$ cat src/rtl/fbh_pkg.sv
// Shared types and constants for the five-bin histogram with mean.
// Used by every module of the block; depends on nothing else.
package fbh_pkg;

    localparam int NUM_BINS       = 5;
    localparam int NUM_BORDERS    = 6;
    localparam int BORDER_W       = 16;
    localparam int SAMPLE_W       = 16;
    localparam int BIN_IDX_W      = 3;
    localparam int BIN_CNT_W      = 16;
    localparam int MEAN_W         = 24;
    localparam int FRAC_BITS      = 8;
    localparam int SUM_W          = 32;
    localparam int DVD_W          = SUM_W + FRAC_BITS;
    localparam int STEP_W         = $clog2(DVD_W + 1);
    localparam int APB_ADDR_W     = 5;
    localparam int APB_DATA_W     = 32;
    localparam int REG_IDX_W      = 3;
    localparam int S_TDATA_W      = 16;
    localparam int M_TDATA_W      = 48;

    localparam int VALUE_BITS_DEF = 16;
    localparam int COUNT_BITS_DEF = 16;

    typedef logic [NUM_BORDERS-1:0][BORDER_W-1:0] border_arr_t;

    localparam border_arr_t BORDER_RESET = {16'd120, 16'd80, 16'd65, 16'd50, 16'd35, 16'd20};

    typedef enum logic [1:0] {
        ST_ACC,
        ST_START,
        ST_DIV,
        ST_EMIT
    } state_t;

    // Controller to datapath
    typedef struct packed {
        logic acc_en;
        logic div_start;
        logic out_load;
        logic clear;
    } fbh_cmd_t;

    // Datapath to controller
    typedef struct packed {
        logic div_done;
        logic out_free;
        logic emit_last;
    } fbh_sts_t;

endpackage

$ cat src/rtl/fbh_regs.sv
// APB register file holding the six bin borders.
// Depends on fbh_pkg for widths and reset values.
module fbh_regs
(
    input  logic                                clk,
    input  logic                                rst_n,
    input  logic                                psel,
    input  logic                                penable,
    input  logic                                pwrite,
    input  logic [fbh_pkg::APB_ADDR_W-1:0]      paddr,
    input  logic [fbh_pkg::APB_DATA_W-1:0]      pwdata,
    output logic [fbh_pkg::APB_DATA_W-1:0]      prdata,
    output logic                                pready,
    output fbh_pkg::border_arr_t                borders
);

    fbh_pkg::border_arr_t                border_reg;
    fbh_pkg::border_arr_t                border_next;
    logic [fbh_pkg::REG_IDX_W-1:0]       reg_idx;
    logic                                wr_en;

    assign reg_idx = paddr[fbh_pkg::APB_ADDR_W-1:2];
    assign wr_en   = psel & penable & pwrite;
    assign pready  = 1'b1;
    assign borders = border_reg;

    always_comb
    begin
        border_next = border_reg;
        for (int i = 0; i < fbh_pkg::NUM_BORDERS; i++)
        begin
            if (wr_en && (reg_idx == fbh_pkg::REG_IDX_W'(i)))
            begin
                border_next[i] = pwdata[fbh_pkg::BORDER_W-1:0];
            end
        end
    end

    always_comb
    begin
        prdata = '0;
        for (int i = 0; i < fbh_pkg::NUM_BORDERS; i++)
        begin
            if (reg_idx == fbh_pkg::REG_IDX_W'(i))
            begin
                prdata = fbh_pkg::APB_DATA_W'(border_reg[i]);
            end
        end
    end

    always_ff @(posedge clk or negedge rst_n)
    begin
        if (!rst_n)
        begin
            border_reg <= fbh_pkg::BORDER_RESET;
        end
        else
        begin
            border_reg <= border_next;
        end
    end

endmodule

$ cat src/rtl/fbh_div.sv
// Restoring divider for the set mean: one quotient bit per cycle.
// Depends on fbh_pkg; instantiated by fbh_datapath.
module fbh_div
#(
    parameter int COUNT_BITS = fbh_pkg::COUNT_BITS_DEF
)
(
    input  logic                            clk,
    input  logic                            rst_n,
    input  logic                            start,
    input  logic [fbh_pkg::DVD_W-1:0]       dividend,
    input  logic [COUNT_BITS-1:0]           divisor,
    output logic                            done,
    output logic [fbh_pkg::MEAN_W-1:0]      quotient
);

    logic                           busy_reg,  busy_next;
    logic                           done_reg,  done_next;
    logic [fbh_pkg::STEP_W-1:0]     step_reg,  step_next;
    logic [COUNT_BITS-1:0]          rem_reg,   rem_next;
    logic [COUNT_BITS-1:0]          dsr_reg,   dsr_next;
    logic [fbh_pkg::DVD_W-1:0]      quo_reg,   quo_next;
    logic [COUNT_BITS:0]            trial;
    logic [COUNT_BITS:0]            diff;
    logic                           fits;

    assign trial = {rem_reg, quo_reg[fbh_pkg::DVD_W-1]};
    assign diff  = trial - {1'b0, dsr_reg};
    assign fits  = trial >= {1'b0, dsr_reg};

    always_comb
    begin
        busy_next = busy_reg;
        done_next = 1'b0;
        step_next = step_reg;
        rem_next  = rem_reg;
        dsr_next  = dsr_reg;
        quo_next  = quo_reg;
        if (start)
        begin
            busy_next = 1'b1;
            step_next = fbh_pkg::STEP_W'(fbh_pkg::DVD_W);
            rem_next  = '0;
            dsr_next  = divisor;
            quo_next  = dividend;
        end
        else if (busy_reg)
        begin
            // remainder stays below the divisor, so the low bits suffice
            rem_next  = fits ? diff[COUNT_BITS-1:0] : trial[COUNT_BITS-1:0];
            quo_next  = {quo_reg[fbh_pkg::DVD_W-2:0], fits};
            step_next = step_reg - 1'b1;
            if (step_reg == fbh_pkg::STEP_W'(1))
            begin
                busy_next = 1'b0;
                done_next = 1'b1;
            end
        end
    end

    // saturate quotients that do not fit 16.8
    assign quotient = (quo_reg[fbh_pkg::DVD_W-1:fbh_pkg::MEAN_W] != '0)
                      ? {fbh_pkg::MEAN_W{1'b1}} : quo_reg[fbh_pkg::MEAN_W-1:0];
    assign done     = done_reg;

    always_ff @(posedge clk or negedge rst_n)
    begin
        if (!rst_n)
        begin
            busy_reg <= 1'b0;
            done_reg <= 1'b0;
            step_reg <= '0;
        end
        else
        begin
            busy_reg <= busy_next;
            done_reg <= done_next;
            step_reg <= step_next;
        end
    end

    always_ff @(posedge clk)
    begin
        rem_reg <= rem_next;
        dsr_reg <= dsr_next;
        quo_reg <= quo_next;
    end

endmodule

$ cat src/rtl/fbh_datapath.sv
// Datapath: bin compares, saturating accumulators, mean divider and output register.
// Depends on fbh_pkg and fbh_div; driven by fbh_ctrl commands.
module fbh_datapath
#(
    parameter int VALUE_BITS = fbh_pkg::VALUE_BITS_DEF,
    parameter int COUNT_BITS = fbh_pkg::COUNT_BITS_DEF
)
(
    input  logic                                clk,
    input  logic                                rst_n,
    input  fbh_pkg::fbh_cmd_t                   cmd,
    output fbh_pkg::fbh_sts_t                   sts,
    input  fbh_pkg::border_arr_t                borders,
    input  logic [fbh_pkg::SAMPLE_W-1:0]        sample_value,
    input  logic                                m_tready,
    output logic                                m_tvalid,
    output logic [fbh_pkg::BIN_IDX_W-1:0]       bin_index,
    output logic [fbh_pkg::BIN_CNT_W-1:0]       bin_count,
    output logic [fbh_pkg::MEAN_W-1:0]          mean_value,
    output logic                                set_empty,
    output logic                                last_of_run
);

    localparam logic [fbh_pkg::SAMPLE_W-1:0] VAL_MASK =
        (VALUE_BITS >= fbh_pkg::SAMPLE_W) ? {fbh_pkg::SAMPLE_W{1'b1}}
        : fbh_pkg::SAMPLE_W'((64'd1 << VALUE_BITS) - 64'd1);
    localparam logic [COUNT_BITS-1:0] COUNT_MAX = {COUNT_BITS{1'b1}};
    localparam logic [fbh_pkg::BIN_IDX_W-1:0] LAST_BIN =
        fbh_pkg::BIN_IDX_W'(fbh_pkg::NUM_BINS - 1);

    logic [fbh_pkg::SAMPLE_W-1:0]       value;
    logic [fbh_pkg::NUM_BINS-1:0]       hit;
    logic [COUNT_BITS-1:0]              bin_cnt_reg  [fbh_pkg::NUM_BINS];
    logic [COUNT_BITS-1:0]              bin_cnt_next [fbh_pkg::NUM_BINS];
    logic [fbh_pkg::SUM_W-1:0]          sum_reg,   sum_next;
    logic [fbh_pkg::SUM_W:0]            sum_add;
    logic [COUNT_BITS-1:0]              item_cnt_reg, item_cnt_next;
    logic [fbh_pkg::BIN_IDX_W-1:0]      emit_idx_reg, emit_idx_next;
    logic [fbh_pkg::MEAN_W-1:0]         mean_reg;
    logic                               empty_reg;
    logic                               out_valid_reg, out_valid_next;
    logic [fbh_pkg::BIN_IDX_W-1:0]      out_idx_reg;
    logic [fbh_pkg::BIN_CNT_W-1:0]      out_cnt_reg;
    logic [fbh_pkg::MEAN_W-1:0]         out_mean_reg;
    logic                               out_empty_reg;
    logic                               out_last_reg;
    logic                               div_done;
    logic [fbh_pkg::MEAN_W-1:0]         div_quotient;

    assign value   = sample_value & VAL_MASK;
    assign sum_add = {1'b0, sum_reg} + (fbh_pkg::SUM_W + 1)'(value);

    always_comb
    begin
        for (int k = 0; k < fbh_pkg::NUM_BINS; k++)
        begin
            hit[k] = (value > borders[k]) && (value <= borders[k+1]);
            bin_cnt_next[k] = bin_cnt_reg[k];
            if (cmd.clear)
            begin
                bin_cnt_next[k] = '0;
            end
            else if (cmd.acc_en && hit[k] && (bin_cnt_reg[k] != COUNT_MAX))
            begin
                bin_cnt_next[k] = bin_cnt_reg[k] + 1'b1;
            end
        end
    end

    always_comb
    begin
        sum_next      = sum_reg;
        item_cnt_next = item_cnt_reg;
        if (cmd.clear)
        begin
            sum_next      = '0;
            item_cnt_next = '0;
        end
        else if (cmd.acc_en)
        begin
            sum_next = sum_add[fbh_pkg::SUM_W] ? {fbh_pkg::SUM_W{1'b1}}
                                               : sum_add[fbh_pkg::SUM_W-1:0];
            if (item_cnt_reg != COUNT_MAX)
            begin
                item_cnt_next = item_cnt_reg + 1'b1;
            end
        end
    end

    fbh_div
    #(
        .COUNT_BITS (COUNT_BITS)
    )
    u_div
    (
        .clk      (clk),
        .rst_n    (rst_n),
        .start    (cmd.div_start),
        .dividend ({sum_reg, {fbh_pkg::FRAC_BITS{1'b0}}}),
        .divisor  (item_cnt_reg),
        .done     (div_done),
        .quotient (div_quotient)
    );

    always_comb
    begin
        emit_idx_next = emit_idx_reg;
        if (cmd.out_load)
        begin
            emit_idx_next = (emit_idx_reg == LAST_BIN) ? '0 : emit_idx_reg + 1'b1;
        end
        out_valid_next = out_valid_reg;
        if (cmd.out_load)
        begin
            out_valid_next = 1'b1;
        end
        else if (m_tready)
        begin
            out_valid_next = 1'b0;
        end
    end

    always_ff @(posedge clk or negedge rst_n)
    begin
        if (!rst_n)
        begin
            for (int k = 0; k < fbh_pkg::NUM_BINS; k++)
            begin
                bin_cnt_reg[k] <= '0;
            end
            sum_reg       <= '0;
            item_cnt_reg  <= '0;
            emit_idx_reg  <= '0;
            out_valid_reg <= 1'b0;
        end
        else
        begin
            for (int k = 0; k < fbh_pkg::NUM_BINS; k++)
            begin
                bin_cnt_reg[k] <= bin_cnt_next[k];
            end
            sum_reg       <= sum_next;
            item_cnt_reg  <= item_cnt_next;
            emit_idx_reg  <= emit_idx_next;
            out_valid_reg <= out_valid_next;
        end
    end

    always_ff @(posedge clk)
    begin
        if (div_done)
        begin
            empty_reg <= (item_cnt_reg == '0);
            mean_reg  <= (item_cnt_reg == '0) ? '0 : div_quotient;
        end
        if (cmd.out_load)
        begin
            out_idx_reg   <= emit_idx_reg;
            out_cnt_reg   <= fbh_pkg::BIN_CNT_W'(bin_cnt_reg[emit_idx_reg]);
            out_mean_reg  <= mean_reg;
            out_empty_reg <= empty_reg;
            out_last_reg  <= (emit_idx_reg == LAST_BIN);
        end
    end

    assign sts.div_done  = div_done;
    assign sts.out_free  = !out_valid_reg || m_tready;
    assign sts.emit_last = (emit_idx_reg == LAST_BIN);

    assign m_tvalid    = out_valid_reg;
    assign bin_index   = out_idx_reg;
    assign bin_count   = out_cnt_reg;
    assign mean_value  = out_mean_reg;
    assign set_empty   = out_empty_reg;
    assign last_of_run = out_last_reg;

    // a bin never counts more values than the set holds
    for (genvar k = 0; k < fbh_pkg::NUM_BINS; k++)
    begin : g_bin_chk
        a_bin_le_items: assert property (@(posedge clk) disable iff (!rst_n)
            bin_cnt_reg[k] <= item_cnt_reg)
            else $error("bin count exceeds item count");
    end

    a_clear_empties: assert property (@(posedge clk) disable iff (!rst_n)
        cmd.clear |=> (sum_reg == '0) && (item_cnt_reg == '0))
        else $error("accumulators not cleared after run");

    a_acc_exclusive: assert property (@(posedge clk) disable iff (!rst_n)
        cmd.acc_en |-> !(cmd.out_load || cmd.div_start))
        else $error("item accepted while the mean is computed or reported");

endmodule

$ cat src/rtl/fbh_ctrl.sv
// Controller state machine: accumulate, divide, report five bins.
// Depends on fbh_pkg; issues commands to fbh_datapath.
module fbh_ctrl
(
    input  logic                    clk,
    input  logic                    rst_n,
    input  logic                    s_tvalid,
    input  logic                    s_tlast,
    output logic                    s_tready,
    input  fbh_pkg::fbh_sts_t       sts,
    output fbh_pkg::fbh_cmd_t       cmd
);

    fbh_pkg::state_t state_reg, state_next;

    always_comb
    begin
        state_next = state_reg;
        unique case (state_reg)
            fbh_pkg::ST_ACC:
            begin
                if (s_tvalid && s_tlast)
                begin
                    state_next = fbh_pkg::ST_START;
                end
            end
            fbh_pkg::ST_START:
            begin
                state_next = fbh_pkg::ST_DIV;
            end
            fbh_pkg::ST_DIV:
            begin
                if (sts.div_done)
                begin
                    state_next = fbh_pkg::ST_EMIT;
                end
            end
            fbh_pkg::ST_EMIT:
            begin
                if (sts.out_free && sts.emit_last)
                begin
                    state_next = fbh_pkg::ST_ACC;
                end
            end
            default:
            begin
                state_next = fbh_pkg::ST_ACC;
            end
        endcase
    end

    always_comb
    begin
        s_tready = 1'b0;
        cmd      = '0;
        unique case (state_reg)
            fbh_pkg::ST_ACC:
            begin
                s_tready   = 1'b1;
                cmd.acc_en = s_tvalid;
            end
            fbh_pkg::ST_START:
            begin
                cmd.div_start = 1'b1;
            end
            fbh_pkg::ST_DIV:
            begin
                cmd = '0;
            end
            fbh_pkg::ST_EMIT:
            begin
                cmd.out_load = sts.out_free;
                // drop the accumulators as the fifth result is loaded
                cmd.clear    = sts.out_free && sts.emit_last;
            end
            default:
            begin
                cmd = '0;
            end
        endcase
    end

    always_ff @(posedge clk or negedge rst_n)
    begin
        if (!rst_n)
        begin
            state_reg <= fbh_pkg::ST_ACC;
        end
        else
        begin
            state_reg <= state_next;
        end
    end

endmodule

$ cat src/rtl/five_bin_histogram_with_mean.sv
// Five-bin histogram with set mean. Within a set, one item is accepted every cycle; the
// item flagged by s_tlast closes the set. From that item s_tready stays low while the
// mean (sum * 256 / count, 16.8, truncated and saturated) goes through a restoring
// divider that yields one quotient bit per cycle, and then while the five results, one
// per bin, enter the output register at one per cycle as the sink takes them.
// Bin k counts values above border k and up to border k+1.
// Depends on fbh_pkg, fbh_regs, fbh_div, fbh_datapath and fbh_ctrl.
module five_bin_histogram_with_mean
#(
    parameter int VALUE_BITS = fbh_pkg::VALUE_BITS_DEF,
    parameter int COUNT_BITS = fbh_pkg::COUNT_BITS_DEF
)
(
    input  logic                                clk,
    input  logic                                rst_n,
    input  logic                                psel,
    input  logic                                penable,
    input  logic                                pwrite,
    input  logic [fbh_pkg::APB_ADDR_W-1:0]      paddr,
    input  logic [fbh_pkg::APB_DATA_W-1:0]      pwdata,
    output logic [fbh_pkg::APB_DATA_W-1:0]      prdata,
    output logic                                pready,
    input  logic                                s_tvalid,
    output logic                                s_tready,
    input  logic [fbh_pkg::S_TDATA_W-1:0]       s_tdata,   // [15:0] sample_value
    input  logic                                s_tlast,   // final_item
    output logic                                m_tvalid,
    input  logic                                m_tready,
    output logic [fbh_pkg::M_TDATA_W-1:0]       m_tdata,   // [2:0] bin_index, [18:3] bin_count,
                                                           // [42:19] mean_value, rest zero
    output logic                                m_tuser,   // set_empty
    output logic                                m_tlast    // last_of_run
);

    fbh_pkg::border_arr_t                   borders;
    fbh_pkg::fbh_cmd_t                      cmd;
    fbh_pkg::fbh_sts_t                      sts;
    logic [fbh_pkg::BIN_IDX_W-1:0]          bin_index;
    logic [fbh_pkg::BIN_CNT_W-1:0]          bin_count;
    logic [fbh_pkg::MEAN_W-1:0]             mean_value;

    fbh_regs u_regs
    (
        .clk     (clk),
        .rst_n   (rst_n),
        .psel    (psel),
        .penable (penable),
        .pwrite  (pwrite),
        .paddr   (paddr),
        .pwdata  (pwdata),
        .prdata  (prdata),
        .pready  (pready),
        .borders (borders)
    );

    fbh_datapath
    #(
        .VALUE_BITS (VALUE_BITS),
        .COUNT_BITS (COUNT_BITS)
    )
    u_datapath
    (
        .clk          (clk),
        .rst_n        (rst_n),
        .cmd          (cmd),
        .sts          (sts),
        .borders      (borders),
        .sample_value (s_tdata[fbh_pkg::SAMPLE_W-1:0]),
        .m_tready     (m_tready),
        .m_tvalid     (m_tvalid),
        .bin_index    (bin_index),
        .bin_count    (bin_count),
        .mean_value   (mean_value),
        .set_empty    (m_tuser),
        .last_of_run  (m_tlast)
    );

    fbh_ctrl u_ctrl
    (
        .clk      (clk),
        .rst_n    (rst_n),
        .s_tvalid (s_tvalid),
        .s_tlast  (s_tlast),
        .s_tready (s_tready),
        .sts      (sts),
        .cmd      (cmd)
    );

    assign m_tdata = {
        (fbh_pkg::M_TDATA_W - fbh_pkg::MEAN_W - fbh_pkg::BIN_CNT_W - fbh_pkg::BIN_IDX_W)'(0),
        mean_value, bin_count, bin_index};

endmodule
$ cat config.mk
export PLATFORM = sky130hd
export DESIGN_NAME = five_bin_histogram_with_mean
export DESIGN_NICKNAME = d
export VERILOG_FILES = /design/src/rtl/fbh_pkg.sv /design/src/rtl/fbh_regs.sv /design/src/rtl/fbh_div.sv /design/src/rtl/fbh_datapath.sv /design/src/rtl/fbh_ctrl.sv /design/src/rtl/five_bin_histogram_with_mean.sv
export SDC_FILE = /design/constraint.sdc
export NUM_CORES = 1
export LEC_CHECK = 0
export ABC_AREA = 0
export BUFFER_PORTS_ARGS = -buffer_cell sky130_fd_sc_hd__buf_4
export CAP_MARGIN = 40
export CELL_PAD_IN_SITES_DETAIL_PLACEMENT = 2
export CELL_PAD_IN_SITES_GLOBAL_PLACEMENT = 2
export CORE_MARGIN = 3
export CORE_UTILIZATION = 43
export CTS_BUF_LIST = sky130_fd_sc_hd__clkbuf_4 sky130_fd_sc_hd__clkbuf_8 sky130_fd_sc_hd__clkbuf_16
export DETAILED_ROUTE_END_ITERATION = 8
export PLACE_DENSITY_LB_ADDON = 0.1
export RECOVER_POWER = 50
export SLEW_MARGIN = 15
export SYNTH_ARGS = -nofsm -noshare
export SYNTH_HDL_FRONTEND = slang
export SYNTH_SLANG_ARGS = --single-unit
$ cat constraint.sdc
create_clock -name clk -period 5.5 [get_ports clk]
set_clock_uncertainty 0.05 [all_clocks]
set_input_delay 1.1 -clock clk [delete_from_list [all_inputs] [get_ports clk]]
set_output_delay 1.1 -clock clk [all_outputs]
set_load 0.02 [all_outputs]
==> flow_summary.json <==
{
  "routedWlPerCell_um": 22.7,
  "final_cell_mix": "nor2_1 (244), dfrtp_1 (222), nand2_1 (175), ha_1 (143), inv_1 (138)",
  "required_ns": 5.67,
  "cts_hold_buffers": 0,
  "yosysSeqAreaShare_pct": 47.5,
  "internal-power_uw": 7460,
  "gp_congestion": 0.866,
  "grt_pass1_vias": 18300,
  "path_clk_slew_ns": 0.06,
  "drt_iter0_markers": 843,
  "relSlewSlack_pct": -97.0,
  "switchingPower_uw": 4390,
  "drcViolationCount": 0,
  "core_sq_um": 48000,
  "placed_cells": 2759,
  "grt_use_total_pct": 25.4,
  "grt_setup_unrepaired": "no",
  "synthesis.area_sq_um": 21000,
  "ios": 146,
  "numCtsBuffers": 44,
  "pwr-share-comb_pct": 36.1,
  "start_kind": "flip-flop",
  "cts_num_sinks": 380,
  "die_h_um": 227,
  "power_density_nw_per_um2": 495,
  "cts-resized-gates": 0,
  "htree_levels": 2,
  "nets": 2396,
  "synth-seq-cells": 380,
  "synth_cell_types": 93,
  "tns_ns": 0,
  "rows": 80,
  "post-cts-setup-buffers": 0,
  "synth_edf_count": 118,
  "worstMarginPinSlew_ns": 2.95,
  "grt_overflow": 0,
  "cts_tree": "done",
  "initial_utilization_pct": 43.8,
  "critPathKind": "reg2reg",
  "ant_nets": 0,
  "port_buffers": 105,
  "first_pass_iters": 4,
  "synthArstFlopShare_pct": 62.6,
  "cp-end-kind": "flip-flop",
  "dieArea_sq_um": 51600,
  "hold_class": "reg2reg",
  "drv_slew": 236,
  "syn_inst": 2107,
  "clockRootBuffer": "clkbuf_16",
  "ir_worst_vdd_v": 0.000244,
  "min_period_over_period_pct": 77.3,
  "clockPowerShare_pct": 26.6,
  "timing.fmax_mhz": 235,
  "synth_ff_type": "dfrtp_1",
  "grt_start_max_net_pins": 100,
  "seq_power_share_pct": 37.3,
  "largest_reg_flops": 96,
  "violations": "max-capacitance violations, max-slew violations",
  "antenna_cells": 0,
  "die_x_um": 227,
  "yosys-top-cells-area": "dfrtp_1 (26%), edfxtp_1 (17%), ha_1 (8.5%), nor2_1 (4.4%), mux2i_1 (4.1%)",
  "cap_violations": 4,
  "viasPerCell": 5.79,
  "final_core_util_pct": 49.8,
  "period_needed_ns": 4.25,
  "cts_max_path_buffers": 3,
  "netlist.area_leader.share_pct": 26.4,
  "layout_commonest_cell": "nor2_1",
  "fin_cells": 2841,
  "p_sw_share_pct": 37.0,
  "hpwl_um": 46700,
  "final-hold-violation-count": 0,
  "vias": 16500,
  "power_uw": 11900,
  "avgSynthCellArea_sq_um": 9.98,
  "grt_pass1_wl_um": 104000,
  "synth_top_area_cell": "dfrtp_1",
  "syn_to_final_growth_pct": 13.8,
  "wl_um": 64600,
  "p_leak_uw": 0.0106,
  "clkLatencyLatePin_ns": 0.57,
  "holdWs_ns": 0.370,
  "synth_warnings": 0,
  "status": "finished with violations",
  "setup_viol": 0,
  "drive_above_1_share_pct": 13.0,
  "antenna_found_initial": 0,
  "worst_ep_arrival_time_ns": 4.43,
  "cp_max_fo": 54
}
[area by class of cell]
| class | count | area [sq um] |
|---|---|---|
| clock buffer | 61 | 1280 |
| clock inverter | 21 | 267 |
| sequential | 380 | 10000 |
| tap | 615 | 769 |
| timing repair buffer | 133 | 1030 |
| inverter | 139 | 522 |
| multi-input combinational | 1492 | 10100 |
| fill | 5039 | 24100 |
[metrics by stage]
| stage | setup WS (ns) | area, sq um |
|---|---|---|
| final | 1.25 | 23900 |
| after global routing | 0.778 | 23900 |
| after CTS | 1.39 | 24000 |
| after detailed placement | 1.28 | 22400 |
| after global placement | 1.19 | 22300 |
| after floorplan | 1.63 | 21100 |
[logic make-up after synthesis]
family                     Yosys count  share of synthesized area, %
and+or+nand+nor                    678                          15.3
adders and majority gates          145                          8.70
buffers and inverters              255                          5.16
xor gates and xnor gates           106                          4.41
DFF                                380                          47.5
other                                2                        0.0357
muxes                              113                          5.69
AOI/OAI and AO/OA                  428                          13.2
[critical path, cell delays in order, from the launching register on]
cell,delay [ns]
dfrtp_1,0.40
inv_1,0.13
ha_1,0.17
clkbuf_1,0.97
clkbuf_1,1.85
o21ai_0,0.30
[synth_stat cells, types with 7 or more instances]
master and count:
nor2_1 244, dfrtp_1 222, nand2_1 175, ha_1 143, inv_1 138, o21ai_0 122
edfxtp_1 118, a21oi_1 109, mux2i_1 87, clkbuf_1 75, xnor2_1 58, nand3_1 51
nand4_1 49, xor2_1 48, a22o_1 34, nor3_1 29, nor4_1 26, buf_4 24
dfxtp_1 24, mux2_2 23, and3_1 22, o22ai_1 19, a211oi_1 17, dfstp_2 16
a21o_1 15, a31oi_1 14, nor2b_1 14, o221ai_1 13, o21a_1 10, and4_1 8
o211ai_1 8, and2_1 7, buf_2 7, nand2b_1 7, nor3b_1 7, or2_2 7
[routing by layer]
layer | part of all wire [%] | track usage [%]
met1 | 45 | 33.6
met2 | 50 | 44.8
met3 | 2.8 | 3.30
met4 | 1.9 | 5.57
met5 | 0 | 0
[final timing paths]
path,from,end,slack [ns],cells after the start
max,u_ctrl.state_reg[1]$_DFFE_PN0P_,u_datapath.u_div.quo_reg[8]$_DFFE_PP_,1.25,5
min,u_datapath.mean_reg[14]$_SDFFCE_PP0P_,u_datapath.mean_value[14]$_DFFE_PP_,0.37,0
max reg2reg,u_ctrl.state_reg[1]$_DFFE_PN0P_,u_datapath.u_div.quo_reg[8]$_DFFE_PP_,1.25,5
min reg2reg,u_datapath.mean_reg[14]$_SDFFCE_PP0P_,u_datapath.mean_value[14]$_DFFE_PP_,0.37,0
max in group asynchronous,rst_n,u_regs.borders[52]$_DFFE_PN0P_,1.68,2
min in group asynchronous,rst_n,u_datapath.u_div.step_reg[0]$_DFFE_PN0P_,1.25,1
[power by group through the flow]
stage	Sequential [uW]	Combinational (uW)	Clock (uW)
3_3_place_gp	4390	3910	0
3_5_place_dp	4440	4260	0
2_1_floorplan	4260	3010	0
6_report	4420	4280	3150
5_1_grt	4530	4790	3360
4_1_cts	4410	4330	3230
No activity file was read; power rests on OpenSTA's default activity.
